`config.mk`:
```
export PLATFORM = sky130hd
export DESIGN_NAME = pes_ctrl
export DESIGN_NICKNAME = d
export VERILOG_FILES = /design/src/rtl/core/pes_pkg.sv /design/src/rtl/core/pes_ctrl.sv
export SDC_FILE = /design/constraint.sdc
export NUM_CORES = 1
export LEC_CHECK = 0
export BUFFER_PORTS_ARGS = -buffer_cell sky130_fd_sc_hd__buf_2
export CORE_AREA = 5 5 57 59
export CTS_CLUSTER_SIZE = 25
export DETAILED_ROUTE_END_ITERATION = 7
export DIE_AREA = 0 0 62 64
export SLEW_MARGIN = 20
export SYNTH_ARGS = -nofsm -noshare
export SYNTH_HDL_FRONTEND = slang
export SYNTH_SLANG_ARGS = --single-unit
```
`constraint.sdc`:
```
create_clock -name clk_i -period 2 [get_ports clk_i]
set_input_delay 0 -clock clk_i [delete_from_list [all_inputs] [get_ports clk_i]]
set_output_delay 0 -clock clk_i [all_outputs]
set_load 0.05 [all_outputs]
```
`src/rtl/core/pes_pkg.sv`:
```
`default_nettype none
// ----------------------------------------------------------------------------
// pes_pkg
// Shared types and constants for the particle emitter step block.
// ----------------------------------------------------------------------------
package pes_pkg;

  localparam int unsigned ValW = 24;
  localparam int unsigned CfgW = 18;
  localparam int unsigned TimeW = 48;
  localparam int unsigned CordicIters = 16;
  localparam int unsigned AngW = 34;

  localparam logic [1:0] OpSeed = 2'd0;
  localparam logic [1:0] OpStep = 2'd1;
  localparam logic [1:0] OpRead = 2'd2;

  localparam logic [1:0] RegSpawnSpeed = 2'd0;
  localparam logic [1:0] RegGravityX = 2'd1;
  localparam logic [1:0] RegGravityY = 2'd2;

  localparam logic signed [ValW-1:0] SatMax = 24'sh7FFFFF;
  localparam logic signed [ValW-1:0] SatMin = -24'sh800000;
  localparam logic signed [ValW-1:0] SpawnY = -24'sd65536;
  localparam logic signed [ValW-1:0] LimitY = -24'sd78643;
  localparam logic signed [ValW-1:0] LimitX = 24'sd98304;
  localparam logic signed [AngW-1:0] CordicGain = 34'sd652032874;

  localparam logic [31:0] HashGolden = 32'd2654435761;
  localparam logic [31:0] HashSalt = 32'h9E3779B9;
  localparam logic [31:0] HashMul = 32'h27d4eb2d;
  localparam logic [31:0] HashXor = 32'd61;

  // Datapath commands issued by the controller.
  typedef enum logic [2:0] {
    CmdNone,
    CmdRead,
    CmdUpdV,
    CmdUpdP,
    CmdHash,
    CmdCordic,
    CmdVel,
    CmdWrite
  } cmd_e;

  typedef struct packed {
    cmd_e       cmd;
    logic       respawn;   // write spawn values instead of integrated ones
    logic       seed;      // ms offset is zero
    logic [3:0] iter;      // CORDIC iteration or sub-step
  } ctrl_t;

  typedef struct packed {
    logic leave;           // particle left the view after the update
  } stat_t;

  function automatic logic signed [ValW-1:0] sat24(input logic signed [63:0] v);
    if (v > 64'(SatMax)) return SatMax;
    if (v < 64'(SatMin)) return SatMin;
    return v[ValW-1:0];
  endfunction

  function automatic logic signed [AngW-1:0] atan_q30(input logic [3:0] k);
    case (k)
      4'd0: return 34'sd843314856;
      4'd1: return 34'sd497837829;
      4'd2: return 34'sd263043836;
      4'd3: return 34'sd133525158;
      4'd4: return 34'sd67021686;
      4'd5: return 34'sd33543515;
      4'd6: return 34'sd16775850;
      4'd7: return 34'sd8388437;
      4'd8: return 34'sd4194282;
      4'd9: return 34'sd2097149;
      4'd10: return 34'sd1048575;
      4'd11: return 34'sd524287;
      4'd12: return 34'sd262143;
      4'd13: return 34'sd131071;
      4'd14: return 34'sd65535;
      default: return 34'sd32767;
    endcase
  endfunction

endpackage
`default_nettype wire

```
`src/rtl/core/pes_ctrl.sv`:
```
`default_nettype none
// ----------------------------------------------------------------------------
// pes_ctrl
// Sequencer: walks the particle table for seed and step words and serves reads.
// ----------------------------------------------------------------------------
module pes_ctrl (
  input  wire                 clk_i,
  input  wire                 rst_ni,
  input  wire                 in_go_i,
  input  wire [1:0]           in_op_i,
  input  wire                 seeded_i,
  input  wire  pes_pkg::stat_t stat_i,
  input  wire                 last_i,
  output pes_pkg::ctrl_t      ctrl_o,
  output logic                busy_o,
  output logic                done_o,
  output logic                mark_seed_o,
  output logic                adv_time_o,
  output logic                next_idx_o,
  output logic                clr_idx_o
);

  typedef enum logic [3:0] {
    StIdle, StRead, StLoad, StUpdV, StUpdP, StChk, StHash, StHash2, StCordic,
    StVel, StVel2, StWrite, StDone
  } state_e;

  state_e     state_q;
  logic       seed_q, resp_q;
  logic [3:0] iter_q;

  always_comb begin
    ctrl_o = '{cmd: pes_pkg::CmdNone, respawn: resp_q, seed: seed_q, iter: iter_q};
    case (state_q)
      StRead, StLoad: ctrl_o.cmd = pes_pkg::CmdRead;
      StUpdV: ctrl_o.cmd = pes_pkg::CmdUpdV;
      StUpdP: ctrl_o.cmd = pes_pkg::CmdUpdP;
      StHash, StHash2: ctrl_o.cmd = pes_pkg::CmdHash;
      StCordic: ctrl_o.cmd = pes_pkg::CmdCordic;
      StVel, StVel2: ctrl_o.cmd = pes_pkg::CmdVel;
      StWrite: ctrl_o.cmd = pes_pkg::CmdWrite;
      default: ctrl_o.cmd = pes_pkg::CmdNone;
    endcase
    // Sub-step 1 of a memory read marks a host read rather than a table walk.
    if (state_q == StRead) ctrl_o.iter = 4'd1;
    if (state_q == StLoad) ctrl_o.iter = 4'd0;
    if (state_q == StHash2) ctrl_o.iter = 4'd1;
    if (state_q == StHash) ctrl_o.iter = 4'd0;
    if (state_q == StVel2) ctrl_o.iter = 4'd1;
    if (state_q == StVel) ctrl_o.iter = 4'd0;
  end

  assign busy_o = (state_q != StIdle);
  // The index moves at the accepting edge and at the write edge, so each
  // particle sees a stable index from its load to its write.
  assign clr_idx_o = (state_q == StIdle) && in_go_i;
  assign next_idx_o = (state_q == StWrite);

  always_ff @(posedge clk_i or negedge rst_ni) begin
    if (!rst_ni) begin
      state_q <= StIdle;
      seed_q <= 1'b0;
      resp_q <= 1'b0;
      iter_q <= '0;
      done_o <= 1'b0;
      mark_seed_o <= 1'b0;
      adv_time_o <= 1'b0;
    end else begin
      done_o <= 1'b0;
      mark_seed_o <= 1'b0;
      adv_time_o <= 1'b0;
      case (state_q)
        StIdle: begin
          if (in_go_i) begin
            if (in_op_i == pes_pkg::OpSeed) begin
              seed_q <= 1'b1;
              resp_q <= 1'b1;
              state_q <= StLoad;
            end else if (in_op_i == pes_pkg::OpStep && seeded_i) begin
              seed_q <= 1'b0;
              resp_q <= 1'b0;
              adv_time_o <= 1'b1;
              state_q <= StLoad;
            end else if (in_op_i == pes_pkg::OpRead) begin
              state_q <= StRead;
            end else begin
              state_q <= StDone;
            end
          end
        end
        StRead: state_q <= StDone;
        StLoad: state_q <= seed_q ? StHash : StUpdV;
        StUpdV: state_q <= StUpdP;
        StUpdP: state_q <= StChk;
        StChk: begin
          resp_q <= stat_i.leave;
          state_q <= stat_i.leave ? StHash : StWrite;
        end
        StHash: state_q <= StHash2;
        StHash2: begin
          iter_q <= '0;
          state_q <= StCordic;
        end
        StCordic: begin
          iter_q <= iter_q + 4'd1;
          if (iter_q == 4'(pes_pkg::CordicIters - 1)) state_q <= StVel;
        end
        StVel: state_q <= StVel2;
        StVel2: state_q <= StWrite;
        StWrite: begin
          if (last_i) begin
            if (seed_q) mark_seed_o <= 1'b1;
            state_q <= StDone;
          end else if (seed_q) begin
            state_q <= StLoad;
          end else begin
            resp_q <= 1'b0;
            state_q <= StLoad;
          end
        end
        StDone: begin
          done_o <= 1'b1;
          state_q <= StIdle;
        end
        default: state_q <= StIdle;
      endcase
    end
  end

`ifndef SYNTH
  a_done_one: assert property (@(posedge clk_i) disable iff (!rst_ni)
    done_o |=> !done_o) else $error("done pulse longer than a cycle");
  a_cordic_end: assert property (@(posedge clk_i) disable iff (!rst_ni)
    (state_q == StVel) |-> $past(state_q == StCordic)) else $error("cordic skipped");
  a_go_idle: assert property (@(posedge clk_i) disable iff (!rst_ni)
    (in_go_i && state_q == StIdle) |=> busy_o) else $error("word not started");
`endif

endmodule
`default_nettype wire

```
==> flow_summary.toml, run 1 <==
[outcome]
status = "completed"

[routing]
drt_iter0_drc = 49
postRouteAntennaNets = 0
vias = 1076
drc_errors = 0
first_pass_iters = 5
wl_mm = 2.96
route.detailed.wl_per_inst_um = 16.1
vias_per_cell = 5.88

[die]
coreArea_um2 = 2660
die_x_um = 62
dieArea_um2 = 3970
start_util_pct = 38.8
row_count = 19
io_pins = 23
fp.dieH_um = 64

[placed_design]
dp_hpwl_mm = 2.23
gp_congestion = 0.868
dpl_cell_area_um2 = 1200
numPortBuffers = 22

[yosys]
synthXorXnorAreaFrac_pct = 0
yosysWarnings = 0
synth_area_leaders = "dfrtp_1 (32%), ha_1 (7.3%), a21oi_1 (4.8%)"
ys_seq_elements = 13
synth_compound_area_share_pct = 27.6
synth_top_family_by_area = "compound AO/OA/AOI/OAI gates"
synth_edf_count = 0
yosysSeqAreaShare_pct = 31.5
synthSimpleGateAreaFrac_pct = 24.1
synth_nets = 137
synth_top_cell_area_share_pct = 31.5
syn_inst = 123
synthMuxAreaShare_pct = 2.06
yosys.cell_types.count = 41
yosys.area.top_type = "dfrtp_1"
synthAdderAreaFrac_pct = 7.27
synth_ff_type = "dfrtp_1"
syn_avg_cell_area_um2 = 8.39
syn_area_um2 = 1030
async_flop_share_pct = 100

[clock_network]
clk_latency_ns = 0.28
cts_tree = "yes"
clockBufferDepth = 2
cts_num_sinks = 13
clk_pin_slew_ns = 0.09
cts-buffers-inserted = 3
cts_root_buf = "clkbuf_4"
cts_htree_levels = 1

[sta]
fin_crit_sh_pct = 96.1
setup_viol = 0
fin_skew_ns = 0.00660
rsz0062_at_grt = "true"
finalHoldViolations = 0
worstMarginPinSlew_ns = 0.432
min_period_ns = 1.92
slew_headroom_pct = 70.8
slew_violations = 0
max_freq_mhz = 520

[worst_hold_path]
worstHoldPathType = "in2reg"

[grt]
antenna_found_initial = 0
grt_start_max_net_pins = 14
first_global_vias = 1034
grt.total_usage_pct = 15.9
gr-total-overflow = 0
grt_pass1_wl_mm = 4.84

[cells_and_area]
final_nets = 167
fin_area_um2 = 1280
layout-drive-gt1-share_pct = 30.3
regArea_um2 = 328
diodes = 0
fill_cells = 267
multi_input_area_um2 = 648
syn2layout_area_growth_pct = 24.5
fin_util_pct = 48.3

[pwr]
power_density_nw_per_um2 = 1750
ir_worst_vdd_uv = 756
p_leak_uw = 0.000605

[setup_path]
crit_required_ns = 2.00
path_max_fanout = 11
critPathCaptureType = "output pin"
cp_cell_sequence = "ha_1 -> inv_1 -> a21oi_1 -> o21ai_1 -> and2_1 -> buf_2"
path_class = "reg2out"
worst_ep_arrival_time_ns = 1.92
crit_path_top_delay_cell = "dfrtp_2"
cp-start-kind = "flip-flop"
critPathMaxStageDelay_ns = 0.45

[flow_run]
maxCapViolCount = 0
==> power by group <==
group	total [µW]	internal [µW]	switching, µW	leakage (µW)
Combinational	1600	579	1020	0.000422
Sequential	482	348	134	0.000168
Clock	170	77.3	92.3	0.0000150
Total	2250	1000	1250	0.000605
==> through the flow <==
stage          worst slack [ns]  instances  total power [µW]  setup TNS [ns]  hold slack, ns
2_1_floorplan            -0.267        123              1660          -0.289          -0.296
3_3_place_gp              0.167        173              1970               0         -0.0864
3_5_place_dp              0.108        173              2000               0         -0.0839
4_1_cts                  0.0277        179              2180               0          0.0232
5_1_grt                 -0.0117        183              2410         -0.0117          0.0465
6_report                 0.0778        183              2250               0          0.0385
==> kinds of logic after synthesis <==
kind of cell	count (synthesis)
adder cells (fa/ha/maj)	6
flip-flops	13
AND/OR/NAND/NOR	44
multiplexers	2
AO/OA/AOI/OAI	41
buffers and inverters	17
==> cells in the mapped netlist (2+ instances only) <==
cell / count
buf_4: 2
and2_1: 4
nor2b_1: 7
a22o_1: 3
nand2_1: 8
dfrtp_1: 13
o21ai_1: 3
nor2_1: 9
o21ai_0: 3
clkbuf_1: 4
o22ai_1: 5
and3_1: 3
a311oi_1: 3
a21oi_1: 10
a211o_1: 2
buf_2: 4
nor3b_1: 2
inv_1: 6
o31ai_1: 2
nand3_1: 2
nor3_1: 3
ha_1: 6
==> routing by layer <==
metal  track usage (%)  vias up  routed length (µm)
li1                  -      514                   -
met1              21.3      521                1280
met2              25.4       37                1420
met3              3.02        4                 221
met4              4.51        0                  30
met5                 0        -                   0
==> sequential cells by signal (all words and copies together), names as in the netlist <==
name         count
adv_time_o       1
done_o           1
iter_q           4
mark_seed_o      1
resp_q           1
seed_q           1
state_q          4
==> layout by cell type, fill, tap and decap left out, drive strengths merged, types with 2 or more instances in the layout <==
| cell | n |
|---|---|
| a211o | 2 |
| buf | 33 |
| nor2b | 7 |
| dlygate4sd3 | 2 |
| nor2 | 9 |
| nand3 | 2 |
| ha | 6 |
| nor3 | 3 |
| a21oi | 10 |
| or3b | 2 |
| inv | 7 |
| a311oi | 3 |
| o22ai | 6 |
| nor3b | 2 |
| dfrtp | 13 |
| o21ai | 6 |
| and2 | 4 |
| and3 | 3 |
| o31ai | 2 |
| a22o | 3 |
| clkbuf | 4 |
| nand2 | 8 |
==> repair_timing <==
action,CTS,global route
setup buffers,0,4
setup endpoints to repair,0,9
hold buffers,2,0
resized for setup,0,7
endpoints found under the hold margin,14,0
==> final cells by class <==
type | instances | area share [%]
Multi-Input combinational cell | 93 | 50.4
Inverter | 7 | 2.24
Timing Repair Buffer | 35 | 16.7
Clock buffer | 4 | 2.04
Sequential cell | 13 | 25.5
Tap cell | 31 | 3.02
==> final timing paths <==
check                                    to  startpoint  slack [ns]  cells after the start
worst max-delay path              ctrl_o[2]  state_q[0]        0.08                      6
worst min-delay path            mark_seed_o      last_i        0.04                      2
worst max register to register   state_q[2]  state_q[0]        0.11                      6
worst min register to register       resp_q      resp_q        0.50                      1
max in group asynchronous        state_q[0]      rst_ni        1.61                      2
min in group asynchronous            seed_q      rst_ni        0.13                      2
==> worst max-delay path: cells and delay by family, from the launching register on <==
kind,cells,cell delay [ns]
compound gates,2,0.29
simple gates,1,0.15
flops,1,0.45
buf+inv,2,0.40
fa+ha+maj,1,0.35
Power figures use the tool's default switching activity.
==> run 2: changes to the inputs <==
CORE_AREA = 2 2 48 50   (was 5 5 57 59)
DIE_AREA = 0 0 50 52   (was 0 0 62 64)
PLACE_DENSITY = 0.74   (was not set)
clock period = 1.99 ns   (was 2 ns; I/O delays follow)
==> flow_summary.toml, run 2 (synthesized netlist as in run 1, its figures left out) <==
[outcome]
status = "completed"

[setup_path]
reg2reg_from = "state_q[0]"
cp-start-kind = "flip-flop"
path_class = "reg2out"
worstRegToRegCells = 6
crit_start = "state_q[0]"
crit_required_ns = 1.99
critPathCaptureType = "output pin"
r2r-end = "state_q[2]"
crit_path_end = "ctrl_o[3]"
path_max_fanout = 6
r2r_slack_ns = 0.12
worst_ep_arrival_time_ns = 1.91

[flow_run]
maxCapViolCount = 0

[grt]
grt_start_max_net_pins = 16
first_global_vias = 976
grt.total_usage_pct = 21.9
grt_pass1_wl_mm = 4.28
gr-total-overflow = 0
antenna_found_initial = 0

[cells_and_area]
syn2layout_area_growth_pct = 21.7
layout_commonest_cell = "buf_2"
final_nets = 162
layout-drive-gt1-share_pct = 29.3
diodes = 0
fin_util_pct = 59.7
final_cell_mix = "buf_2 (18), dfrtp_1 (11), a21oi_1 (10), buf_4 (10), nor2_1 (9)"
top_regs = "iter_q (4), state_q (4)"

[routing]
vias_per_cell = 5.91
drt_iter0_drc = 36
wl_mm = 2.59
postRouteAntennaNets = 0
drc_errors = 0
route.detailed.wl_per_inst_um = 14.8
first_pass_iters = 4
vias = 1034

[die]
coreArea_um2 = 2110
fp.dieH_um = 52
start_util_pct = 49.0
row_count = 17
die_x_um = 50
dieArea_um2 = 2600
io_pins = 23

[clock_network]
clk_pin_slew_ns = 0.08
cts_tree = "yes"
cts_num_sinks = 13
cts_htree_levels = 1
clockBufferDepth = 2
clk_latency_ns = 0.29
cts-buffers-inserted = 3
cts_root_buf = "clkbuf_4"
post_cts_buffers = 0

[sta]
slew_headroom_pct = 68.7
min_period_ns = 1.91
fin_crit_sh_pct = 95.9
setup_viol = 0
max_freq_mhz = 524
worstMarginPinSlew_ns = 0.470
slew_violations = 0
finalHoldViolations = 0
fin_skew_ns = 0.00437
fin_setup_tns_ns = 0

[worst_hold_path]
worstHoldPathType = "in2reg"

[pwr]
p_leak_uw = 0.000577
ir_worst_vdd_uv = 1250
power.total_uw = 2200
power_density_nw_per_um2 = 1750

[placed_design]
gp_congestion = 0.984
numPortBuffers = 22
dp_hpwl_mm = 1.91
-- run 2: critical path, cell delays in order, from the launching register on --
cell and delay, ns:
dfrtp_2 0.45, ha_2 0.24, buf_4 0.17, inv_1 0.08, a21oi_1 0.08, o21ai_1 0.23
and2_1 0.17, buf_4 0.20
-- run 2: what timing repair did --
| item | 4_1_cts | 5_1_grt |
|---|---|---|
| hold endpoints to repair | 14 | 0 |
| pin swaps | 0 | 2 |
| hold buffers | 2 | 0 |
| gates resized for setup | 4 | 6 |
| endpoints found under the setup margin | 4 | 9 |
-- run 2: worst min path at each step --
stage	from	to	slack (ns)	cells past startpoint
floorplan	rst_ni	adv_time_o	-0.30	0
global placement	rst_ni	seed_q	-0.09	1
detailed placement	rst_ni	seed_q	-0.09	1
CTS	last_i	mark_seed_o	0.01	2
global route	last_i	mark_seed_o	0.03	2
finish	last_i	mark_seed_o	0.01	2
-- run 2: final cells by class --
type	instances	area, µm²
inverter	7	26.3
clock buffer	4	26.3
fill	180	850
tap	28	35.0
timing repair buffer	30	185
sequential	13	328
multi-input combinational	93	656
-- run 2: power breakdown --
group	total, µW	switching [µW]	internal (µW)
combinational	1550	1000	546
clock	170	92.3	78.1
sequential	475	125	350
total	2200	1220	974
-- run 2: layer usage --
layer  vias to the layer above  track usage, %  share of wire, %
li1                        507               -                 -
met1                       485            27.1                44
met5                         -               0                 0
met2                        37            37.3                49
met4                         0            12.0               2.2
met3                         5            2.01               4.8
-- run 2: per-stage QoR --
stage / setup slack (ns) / hold slack [ns] / std cells / cell area, µm²
after floorplan: -0.277 / -0.296 / 123 / 1060
after global placement: 0.164 / -0.0899 / 169 / 1180
after detailed placement: 0.112 / -0.0910 / 169 / 1180
after CTS: 0.0209 / 0.0119 / 175 / 1240
after global routing: -0.00405 / 0.0332 / 175 / 1260
final: 0.0826 / 0.0136 / 175 / 1260
==> run 3: changes to the inputs <==
CORE_AREA = 2 2 54 56   (was 2 2 48 50)
DIE_AREA = 0 0 56 58   (was 0 0 50 52)
PLACE_DENSITY = not set   (was 0.74)
==> flow_summary.toml, run 3 (synthesized netlist as in run 1, its figures left out) <==
[routing]
drt_iter0_drc = 50
first_pass_iters = 4
vias_per_cell = 5.94
wl_mm = 2.72
postRouteAntennaNets = 0
vias = 1070
route.detailed.wl_per_inst_um = 15.1
drc_errors = 0

[sta]
finalWorstSetupSlack_ns = 0.0802
min_period_ns = 1.91
fin_crit_sh_pct = 96.0
finalHoldViolations = 0
fin_setup_tns_ns = 0
rsz0062_at_grt = "false"
slew_headroom_pct = 68.1
slew_violations = 0
worstMarginPinSlew_ns = 0.477
fin_skew_ns = 0.00768
max_freq_mhz = 524
setup_viol = 0

[cells_and_area]
multi_input_area_um2 = 651
regArea_um2 = 328
final_cell_mix = "buf_2 (21), dfrtp_1 (11), a21oi_1 (10), buf_4 (10), nor2_1 (9)"
final_nets = 164
diodes = 0
layout_commonest_cell = "buf_2"
fill_cells = 260
fin_area_um2 = 1260
layout-drive-gt1-share_pct = 29.5
top_regs = "iter_q (4), state_q (4)"
syn2layout_area_growth_pct = 22.1

[grt]
gr-total-overflow = 0
grt_start_max_net_pins = 15
grt_pass1_wl_mm = 4.49
first_global_vias = 998
antenna_found_initial = 0
grt.total_usage_pct = 17.6

[pwr]
p_leak_uw = 0.000590
power_density_nw_per_um2 = 1760
power.total_uw = 2220
ir_worst_vdd_uv = 918

[clock_network]
clockBufferDepth = 2
cts_htree_levels = 1
cts-buffers-inserted = 3
cts_tree = "yes"
clk_pin_slew_ns = 0.09
clk_latency_ns = 0.29
cts_num_sinks = 13
cts_root_buf = "clkbuf_4"

[die]
fp.dieH_um = 58
row_count = 19
coreArea_um2 = 2660
start_util_pct = 38.8
die_x_um = 56
dieArea_um2 = 3250
io_pins = 23

[placed_design]
pre_cts_slack_ns = 0.0986
numPortBuffers = 22
gp_congestion = 0.916
dp_hpwl_mm = 2.03
dpl_cell_area_um2 = 1190

[setup_path]
cp-start-kind = "flip-flop"
worst_ep_arrival_time_ns = 2.14
crit_required_ns = 2.22
path_max_fanout = 5
path_class = "reg2reg"
critPathCaptureType = "flip-flop"

[worst_hold_path]
worstHoldPathType = "in2reg"

[outcome]
status = "completed"

[flow_run]
maxCapViolCount = 0
-- run 3: cell count changes in the layout (fill, tap and decap cells not counted) --
cell	delta
ha_1	+2
dlygate4sd3_1	-1
buf_2	+3
ha_2	-2
-- run 3: final cells by class --
type | count | area share, %
multi-input cells | 93 | 51.6
flip-flops and latches | 13 | 26.0
repair buffers | 32 | 15.1
well taps | 31 | 3.08
clock buffers | 4 | 2.09
inverters | 7 | 2.09
-- run 3: layer usage --
| metal | global-route usage (%) | vias up | part of all wire (%) |
|---|---|---|---|
| li1 | - | 508 | - |
| met1 | 22.5 | 511 | 45 |
| met2 | 28.7 | 44 | 47 |
| met3 | 3.79 | 7 | 6.3 |
| met4 | 7.82 | 0 | 1.7 |
| met5 | 0 | - | 0 |
-- run 3: final timing paths --
check                                 from          to  slack, ns  cells after the start
worst min-delay path            in_op_i[0]  adv_time_o       0.02                      3
worst max-delay path            state_q[0]  state_q[2]       0.08                      6
worst max register to register  state_q[0]  state_q[2]       0.08                      6
worst min register to register      resp_q      resp_q       0.51                      1
min in group asynchronous           rst_ni      seed_q       0.13                      2
max in group asynchronous           rst_ni  state_q[0]       1.60                      2
-- run 3: what timing repair did --
action                                 in CTS  in global routing
cloned                                      0                  0
resized for setup                           1                  4
hold buffers                                1                  0
endpoints found under the hold margin      13                  0
setup buffers                               0                  3
setup endpoints to repair                   1                  6
pin swaps                                   0                  1
-- run 3: report_power, final --
| group | internal, µW | switching (µW) | total [µW] | leakage [µW] |
|---|---|---|---|---|
| Clock | 78.0 | 94.6 | 173 | 0.0000150 |
| Combinational | 560 | 1010 | 1570 | 0.000407 |
| Sequential | 350 | 132 | 482 | 0.000168 |
| Total | 988 | 1230 | 2220 | 0.000590 |
-- run 3: critical path, cell delays in order (launching register included) --
cell,delay [ns]
dfrtp_2,0.45
inv_1,0.11
ha_1,0.24
or3b_4,0.44
o311a_1,0.36
o311ai_1,0.09
and2_1,0.16
-- run 3: metrics by stage --
step,utilization (%),std cells,hold WS (ns)
final,47.3,180,0.0239
after global routing,47.3,180,0.0258
after CTS,46.1,177,0.0269
after detailed placement,44.6,172,-0.0864
after global placement,44.6,172,-0.0907
after floorplan,-,123,-0.296
